**src/sv/fq_pkg.sv**
```systemverilog
`timescale 1ns / 1ps
// ----------------------------------------------------------------------------
// fq_pkg
// Shared types and constants for the FIFO queue with search and replace.
// ----------------------------------------------------------------------------
package fq_pkg;

  localparam int DEPTH_DEFAULT = 16;
  localparam int DATA_W        = 32;
  localparam int ACTION_W      = 3;
  localparam int STATUS_W      = 2;

  typedef enum logic [ACTION_W-1:0] {
    ACT_INSERT  = 3'd0,
    ACT_DELETE  = 3'd1,
    ACT_PEEK    = 3'd2,
    ACT_DISPLAY = 3'd3,
    ACT_CHANGE  = 3'd4
  } action_t;

  typedef enum logic [STATUS_W-1:0] {
    ST_OK       = 2'd0,
    ST_EMPTY    = 2'd1,
    ST_FULL     = 2'd2,
    ST_NOTFOUND = 2'd3
  } status_t;

endpackage

```
**src/sv/fq_if.sv**
```systemverilog
`timescale 1ns / 1ps
// ----------------------------------------------------------------------------
// fq_in_if / fq_out_if
// Valid/ready channels for queue commands and queue responses.
// ----------------------------------------------------------------------------
interface fq_in_if;
  logic                                valid;
  logic                                ready;
  logic [fq_pkg::ACTION_W-1:0]         action;
  logic signed [fq_pkg::DATA_W-1:0]    value;
  logic signed [fq_pkg::DATA_W-1:0]    new_value;

  modport source (output valid, output action, output value, output new_value,
                  input ready);
  modport sink   (input valid, input action, input value, input new_value,
                  output ready);
endinterface

interface fq_out_if;
  logic                                valid;
  logic                                ready;
  logic [fq_pkg::STATUS_W-1:0]         status;
  logic signed [fq_pkg::DATA_W-1:0]    data;
  logic                                last;

  modport source (output valid, output status, output data, output last,
                  input ready);
  modport sink   (input valid, input status, input data, input last,
                  output ready);
endinterface

```
**src/sv/fq_ram.sv**
```systemverilog
`timescale 1ns / 1ps
// ----------------------------------------------------------------------------
// fq_ram
// Ring storage: one write port, one read port, registered read data.
// ----------------------------------------------------------------------------
module fq_ram #(
  parameter int DEPTH = fq_pkg::DEPTH_DEFAULT
) (
  input  logic                          clk,
  input  logic                          we,
  input  logic [$clog2(DEPTH)-1:0]      waddr,
  input  logic [fq_pkg::DATA_W-1:0]     wdata,
  input  logic                          re,
  input  logic [$clog2(DEPTH)-1:0]      raddr,
  output logic [fq_pkg::DATA_W-1:0]     rdata
);
  import fq_pkg::*;

  logic [DATA_W-1:0] mem [DEPTH];

  always_ff @(posedge clk) begin
    if (we) begin
      mem[waddr] <= wdata;
    end
    if (re) begin
      rdata <= mem[raddr];
    end
  end

endmodule

```
**src/sv/fifo_queue_with_search_replace.sv**
```systemverilog
`timescale 1ns / 1ps
// ----------------------------------------------------------------------------
// fifo_queue_with_search_replace
// Bounded FIFO of 32-bit words in a ring memory, with peek, display and
// in-place search and replace.
// ----------------------------------------------------------------------------
// One command is handled at a time; cmd.ready is high only while the
// sequencer is idle, and a finished response sits in an output register so
// the next command can be taken while it waits. Insert answers at once;
// delete and peek first read the front word; display sends one response
// per stored word, front to back, with rsp.last on the last; change scans
// from the front and overwrites the first match, or reports not found. On
// an empty queue those four answer ST_EMPTY at once. Unused action codes get
// no response. Responses wait while rsp.ready is low. The ring memory has a
// single read port with registered read data, returning one word per cycle.
// The memory needs no clearing pass: only live entries are read.
// ----------------------------------------------------------------------------
module fifo_queue_with_search_replace #(
  parameter int DEPTH = fq_pkg::DEPTH_DEFAULT
) (
  input  logic      clk,
  input  logic      rst,
  fq_in_if.sink     cmd,
  fq_out_if.source  rsp
);
  import fq_pkg::*;

  localparam int AW = $clog2(DEPTH);
  localparam int CW = $clog2(DEPTH + 1);

  typedef enum logic [2:0] {
    S_IDLE,
    S_FETCH,
    S_RESP,
    S_SHOW,
    S_SCAN
  } state_t;

  state_t              state;
  logic [AW-1:0]       head;
  logic [AW-1:0]       tail;
  logic [CW-1:0]       count;
  logic [AW-1:0]       pos;
  logic [CW-1:0]       seen;
  logic [DATA_W-1:0]   search;
  logic [DATA_W-1:0]   repl;
  status_t             res_status;
  logic [DATA_W-1:0]   res_data;

  logic                out_valid;
  status_t             out_status;
  logic [DATA_W-1:0]   out_data;
  logic                out_last;

  logic                we;
  logic [AW-1:0]       waddr;
  logic [DATA_W-1:0]   wdata;
  logic                re;
  logic [AW-1:0]       raddr;
  logic [DATA_W-1:0]   rd_data;

  logic                slot_free;
  logic                out_load;
  logic                q_full;
  logic                q_empty;
  logic                at_back;
  logic                hit;

  function automatic logic [AW-1:0] next_pos(input logic [AW-1:0] p);
    return (p == AW'(DEPTH - 1)) ? '0 : p + 1'b1;
  endfunction

  fq_ram #(.DEPTH(DEPTH)) u_ram (
    .clk   (clk),
    .we    (we),
    .waddr (waddr),
    .wdata (wdata),
    .re    (re),
    .raddr (raddr),
    .rdata (rd_data)
  );

  assign slot_free = !out_valid || rsp.ready;
  assign out_load  = slot_free && ((state == S_RESP) || (state == S_SHOW));
  assign q_full    = (count == CW'(DEPTH));
  assign q_empty   = (count == '0);
  assign at_back   = ((seen + 1'b1) == count);
  assign hit       = (rd_data == search);

  assign cmd.ready  = (state == S_IDLE);
  assign rsp.valid  = out_valid;
  assign rsp.status = out_status;
  assign rsp.data   = out_data;
  assign rsp.last   = out_last;

  // memory port steering; accesses never overlap since one command runs at a time
  always_comb begin
    we    = 1'b0;
    waddr = tail;
    wdata = cmd.value;
    re    = 1'b0;
    raddr = head;
    unique case (state)
      S_IDLE: begin
        if (cmd.valid) begin
          case (action_t'(cmd.action))
            ACT_INSERT: we = !q_full;
            ACT_DELETE, ACT_PEEK, ACT_DISPLAY, ACT_CHANGE: re = !q_empty;
            default: ;
          endcase
        end
      end
      S_SHOW: begin
        if (slot_free && !at_back) begin
          re    = 1'b1;
          raddr = next_pos(pos);
        end
      end
      S_SCAN: begin
        if (hit) begin
          we    = 1'b1;
          waddr = pos;
          wdata = repl;
        end else if (!at_back) begin
          re    = 1'b1;
          raddr = next_pos(pos);
        end
      end
      default: ;
    endcase
  end

  always_ff @(posedge clk) begin
    if (rst) begin
      state     <= S_IDLE;
      head      <= '0;
      tail      <= '0;
      count     <= '0;
      out_valid <= 1'b0;
    end else begin
      if (out_valid && rsp.ready && !out_load) begin
        out_valid <= 1'b0;
      end
      unique case (state)
        S_IDLE: begin
          if (cmd.valid) begin
            pos        <= head;
            seen       <= '0;
            search     <= cmd.value;
            repl       <= cmd.new_value;
            res_data   <= '0;
            res_status <= (action_t'(cmd.action) == ACT_INSERT) ?
                          (q_full ? ST_FULL : ST_OK) :
                          (q_empty ? ST_EMPTY : ST_OK);
            case (action_t'(cmd.action))
              ACT_INSERT: begin
                if (!q_full) begin
                  tail  <= next_pos(tail);
                  count <= count + 1'b1;
                end
                state <= S_RESP;
              end
              ACT_DELETE: begin
                if (q_empty) begin
                  state <= S_RESP;
                end else begin
                  head  <= next_pos(head);
                  count <= count - 1'b1;
                  state <= S_FETCH;
                end
              end
              ACT_PEEK:    state <= q_empty ? S_RESP : S_FETCH;
              ACT_DISPLAY: state <= q_empty ? S_RESP : S_SHOW;
              ACT_CHANGE:  state <= q_empty ? S_RESP : S_SCAN;
              default:     state <= S_IDLE;
            endcase
          end
        end
        S_FETCH: begin
          res_data <= rd_data;
          state    <= S_RESP;
        end
        S_RESP: begin
          if (slot_free) begin
            out_valid  <= 1'b1;
            out_status <= res_status;
            out_data   <= res_data;
            out_last   <= 1'b1;
            state      <= S_IDLE;
          end
        end
        S_SHOW: begin
          if (slot_free) begin
            out_valid  <= 1'b1;
            out_status <= ST_OK;
            out_data   <= rd_data;
            out_last   <= at_back;
            if (at_back) begin
              state <= S_IDLE;
            end else begin
              pos  <= next_pos(pos);
              seen <= seen + 1'b1;
            end
          end
        end
        S_SCAN: begin
          // rd_data holds the word at pos
          if (hit) begin
            res_status <= ST_OK;
            state      <= S_RESP;
          end else if (at_back) begin
            res_status <= ST_NOTFOUND;
            state      <= S_RESP;
          end else begin
            pos  <= next_pos(pos);
            seen <= seen + 1'b1;
          end
        end
        default: state <= S_IDLE;
      endcase
    end
  end

endmodule
```
**src/flat_wrapper.sv**
```systemverilog
// flat-port wrapper written by rule: the top's interface ports become plain ports
module fifo_queue_with_search_replace_flat import fq_pkg::*;
#(
  parameter int DEPTH = fq_pkg::DEPTH_DEFAULT
)
  (clk, rst, cmd_valid, cmd_action, cmd_value, cmd_new_value, cmd_ready, rsp_valid, rsp_status, rsp_data, rsp_last, rsp_ready);
  fq_in_if cmd_i ();
  fq_out_if rsp_i ();
  input  logic clk;
  input  logic rst;
  input wire logic [$bits(cmd_i.valid)-1:0] cmd_valid;
  input wire logic [$bits(cmd_i.action)-1:0] cmd_action;
  input wire logic [$bits(cmd_i.value)-1:0] cmd_value;
  input wire logic [$bits(cmd_i.new_value)-1:0] cmd_new_value;
  output wire logic [$bits(cmd_i.ready)-1:0] cmd_ready;
  output wire logic [$bits(rsp_i.valid)-1:0] rsp_valid;
  output wire logic [$bits(rsp_i.status)-1:0] rsp_status;
  output wire logic [$bits(rsp_i.data)-1:0] rsp_data;
  output wire logic [$bits(rsp_i.last)-1:0] rsp_last;
  input wire logic [$bits(rsp_i.ready)-1:0] rsp_ready;
  assign cmd_i.valid = cmd_valid;
  assign cmd_i.action = cmd_action;
  assign cmd_i.value = cmd_value;
  assign cmd_i.new_value = cmd_new_value;
  assign cmd_ready = cmd_i.ready;
  assign rsp_valid = rsp_i.valid;
  assign rsp_status = rsp_i.status;
  assign rsp_data = rsp_i.data;
  assign rsp_last = rsp_i.last;
  assign rsp_i.ready = rsp_ready;
  fifo_queue_with_search_replace #(.DEPTH(DEPTH)) u_core (.clk(clk), .rst(rst), .cmd(cmd_i), .rsp(rsp_i));
endmodule
```
**config.mk**
```make
export PLATFORM = sky130hd
export DESIGN_NAME = fifo_queue_with_search_replace_flat
export DESIGN_NICKNAME = d
export VERILOG_FILES = /design/src/sv/fq_pkg.sv /design/src/sv/fq_if.sv /design/src/sv/fq_ram.sv /design/src/sv/fifo_queue_with_search_replace.sv /design/src/flat_wrapper.sv
export SDC_FILE = /design/constraint.sdc
export NUM_CORES = 1
export LEC_CHECK = 0
export ABC_AREA = 1
export BUFFER_PORTS_ARGS = -buffer_cell sky130_fd_sc_hd__buf_2
export CAP_MARGIN = 20
export CORE_MARGIN = 4
export CORE_UTILIZATION = 45
export DETAILED_ROUTE_END_ITERATION = 10
export PLACE_DENSITY = 0.67
export SLEW_MARGIN = 20
export SYNTH_ARGS = -nofsm -noshare
export SYNTH_HDL_FRONTEND = slang
export SYNTH_SLANG_ARGS = --single-unit
```
**constraint.sdc**
```tcl
create_clock -name clk -period 7.9 [get_ports clk]
set_clock_uncertainty 0.2 [all_clocks]
set_input_delay 1.58 -clock clk [delete_from_list [all_inputs] [get_ports clk]]
set_output_delay 1.58 -clock clk [all_outputs]
set_load 0.05 [all_outputs]
```
==> summary.md <==
| Metric | Value |
|---|---|
| Drt pass-1 iters | 5 |
| Power, Total | 9.188 mW |
| Final Cell Area | 34,430 um2 |
| Power Density | 266.8 nW/um2 |
| Critical path origin | u_core.u_ram.rdata[12] |
| First-pass GRT wire length | 112.3 mm |
| Internal power | 6.734 mW |
| Peak Freq | ~200 MHz |
| Die Area | 72,340 um2 |
| Final setup fails | 0 |
| Layout cell share with drive strength beyond 1 | 9.488% |
| Initial Util | 45.55% |
| Number of DRC markers in iteration 0 | 2,128 |
| Pleak | 13.75 nW |
| Avg Inst Size Synth | 10.81 um2 |
| Post-Syn Nets | ~2,900 |
| # DRC | 0 |
| Critical path data required time | 7.97 ns |
| Gpl congestion | ~0.86 |
| Worst-margin pin slew | 1.037 ns |
| Dpl cells | about 3,700 |
| NetSw | 2.455 mW |
| Final setup TNS | 0 ns |
| Max Slew Vio Count | 0 |
| Setup CP Type | reg -> reg |
| Logic gate share of total power | 13.8% |
| Total number of vias | 20,397 |
| Clk pin slew, worst setup/hold paths | 0.06 ns |
| Final Util | 51.18% |
| Post-synth EDFFs | 686 |
| Max-Cap Viols | 0 |
| FF-to-FF Start | u_core.u_ram.rdata[12] |
| Clk_lat worst skew | 0.62 ns |
| Hold Violations, Final | 0 |
| Placed inst area | 32,040 um2 |
| Sw Ratio | between 20% and 30% |
| Slew HR | 30.83% |
| Largest net degree at the start of global routing | 200 |
| DIE HEIGHT | 269.0 um |
| Hold path startpoint | u_core.count[4] |
| Worst-case hold path end point | u_core.count[4] |
| Non-filler cells, final | 3,824 |
| Clk pwr share | between 30 and 40% |
| Final net count | 2,978 |
| Core area | 67,280 um2 |
| Grt ovf | 0 |
| CTS tree | yes |
| Top_reg_cell synth | edfxtp_1 |
| WL/cell | 19.40 um |
| Synth top cells by count | edfxtp_1 (686), nand2_1 (598), nand3_1 (589), inv_1 (454), buf_2 (98) |
| Vias in the first global route | 19,712 |
| CP startpoint kind | register |
| I/O Buffers | 107 |
| Antenna Diode Count | 0 |
| Total GRT Usage | 20.17% |
| Detail Route Antenna Nets | 0 |
| Synth cell types | 34 |
| Layout area overhead | 12.37% |
| Clock Tree Root | clkbuf_16 |
| Clock Tree Buf Depth | 3 |
| Synth warnings | 0 |
| Post-Syn Area | 30,640 um2 |
| Clk sinks | 703 |
| Final wirelength | roughly 74 mm |
| Initial antenna violation count | 1 |
| CP Data Arrival Time | 5.12 ns |
| Synth area leaders | edfxtp_1 (67%), nand3_1 (9.6%), nand2_1 (7.3%) |
| Chip width | 269.0 um |
| Max FO, Critical Path | 36 |
| Peak supply drop | 193.3 uV |
| Post-CTS setup buffers | 0 |
| H-tree Lvls | 3 |
| Ys async rst share | 0% |
| Seq cells post-synth | 703 |
| Worst reg-to-reg setup slack | 2.84 ns |
| Sequential area share after synthesis | 68.33% |
| R2R cell count | 12 |
| Hold/Removal Path Class | reg -> reg |
| Hold path depth | 1 |
| Synth top area share | 67.22% |
| Row cnt | 95 |
| Count leader, synth | edfxtp_1 |
| Final period util | 63.99% |
| Period minus WS final | 5.055 ns |
| Status | complete, no violations |
| Reg power frac | 49.9% |
| CTS Buf Count | between 70 and 80 |
| Mapped Cells | roughly 2,800 |
| HPWL Detailed | 42.96 mm |
| Crit end category | register |
| Hold Buf Count CTS | 0 |
| RSZ-0062 raised after global routing | no |
| # IOs | 108 |
| Total of cells resized after clock tree synthesis | 0 |
| Detail-routed via count per cell | 5.334 |
| Post-synth top area cell | edfxtp_1 |
| Reg2reg end | u_core.u_ram.mem[7][27] |
state kept, by name (all words and copies together), names as in the netlist, 5 cells and up:
name	count
u_core.u_ram.mem	512
u_core.count	5
u_core.seen	5
u_core.u_ram.rdata	32
u_core.search	32
u_core.repl	32
u_core.res_data	32
u_core.rsp.data	32
worst max path at each step:
stage / to / slack [ns] / cells after the start
floorplan: u_core.repl[0] / 2.73 / 4
global placement: u_core.u_ram.rdata[16] / 2.56 / 12
detailed placement: u_core.u_ram.rdata[9] / 2.52 / 12
CTS: u_core.u_ram.mem[7][28] / 2.77 / 12
global route: u_core.u_ram.mem[7][27] / 2.50 / 12
finish: u_core.u_ram.mem[7][27] / 2.84 / 12
layout by cell type (no fill, tap or decap), types with 3 or more instances in the layout:
master     count
a21oi_1       22
buf_12         3
buf_16         5
buf_2        107
buf_4         26
bufinv_16      7
clkbuf_1      16
clkbuf_16     75
clkinv_1      14
clkinv_2      11
dfxtp_1       17
edfxtp_1     686
ha_1           7
inv_1        454
inv_2          3
inv_6          4
nand2_1      597
nand3_1      588
nand3_4        4
nand3b_1      95
nand4_1        7
nor2_1        75
nor2_4        18
nor3_1         7
o21ai_0       55
xnor2_1       20
xor2_1         4
power groups by stage:
stage | combinational, mW | sequential [mW] | clock, mW
finish | 1.27 | 4.59 | 3.33
global placement | 1.22 | 4.66 | 0
floorplan | 0.783 | 4.69 | 0
CTS | 1.25 | 4.58 | 3.38
global route | 1.41 | 4.60 | 3.54
detailed placement | 1.24 | 4.66 | 0
per-layer routing:
| metal | share of wire (%) | track usage [%] | vias up |
|---|---|---|---|
| li1 | - | - | 9615 |
| met1 | 40 | 26.54 | 9806 |
| met2 | 48 | 33.64 | 836 |
| met3 | 8.3 | 3.604 | 140 |
| met4 | 3.3 | 7.771 | 0 |
| met5 | 0 | 0 | - |
stage by stage:
stage                     worst slack [ns]  hold slack (ns)
final                                2.845           0.3187
after global routing                 2.500           0.3486
after CTS                            2.769           0.3116
after detailed placement             2.525           0.3002
after global placement               2.558           0.2780
after floorplan                      2.734           0.2559
worst max-delay path: stages, from the launching register on:
cell      delay, ns
edfxtp_1       0.51
xnor2_1        0.20
nand2_1        0.07
nor2_1         0.41
nand2_1        0.12
nor2_1         0.13
nand2_1        0.14
nor2_4         0.68
inv_1          0.39
o21ai_0        0.43
nand2_1        0.34
nor2_4         0.62
buf_4          0.45
logic make-up after synthesis:
group	share of synthesized area, %
AND/OR/NAND/NOR	21.16
flip-flops	68.33
buffers and inverters	8.019
AO/OA/AOI/OAI	1.449
XOR/XNOR	0.6859
adder cells (fa/ha/maj)	0.3511
final cells by class:
cell class / instances / area (um2)
clock buffer: 91 / 1937
clock inverter: 34 / 346.6
fill: 5660 / 32840
inverter: 461 / 1737
multi-input combinational: 1521 / 7453
sequential: 703 / 20940
tap: 873 / 1092
timing repair buffer: 141 / 928.4
Note: power is estimated with default switching activity, not from simulation.
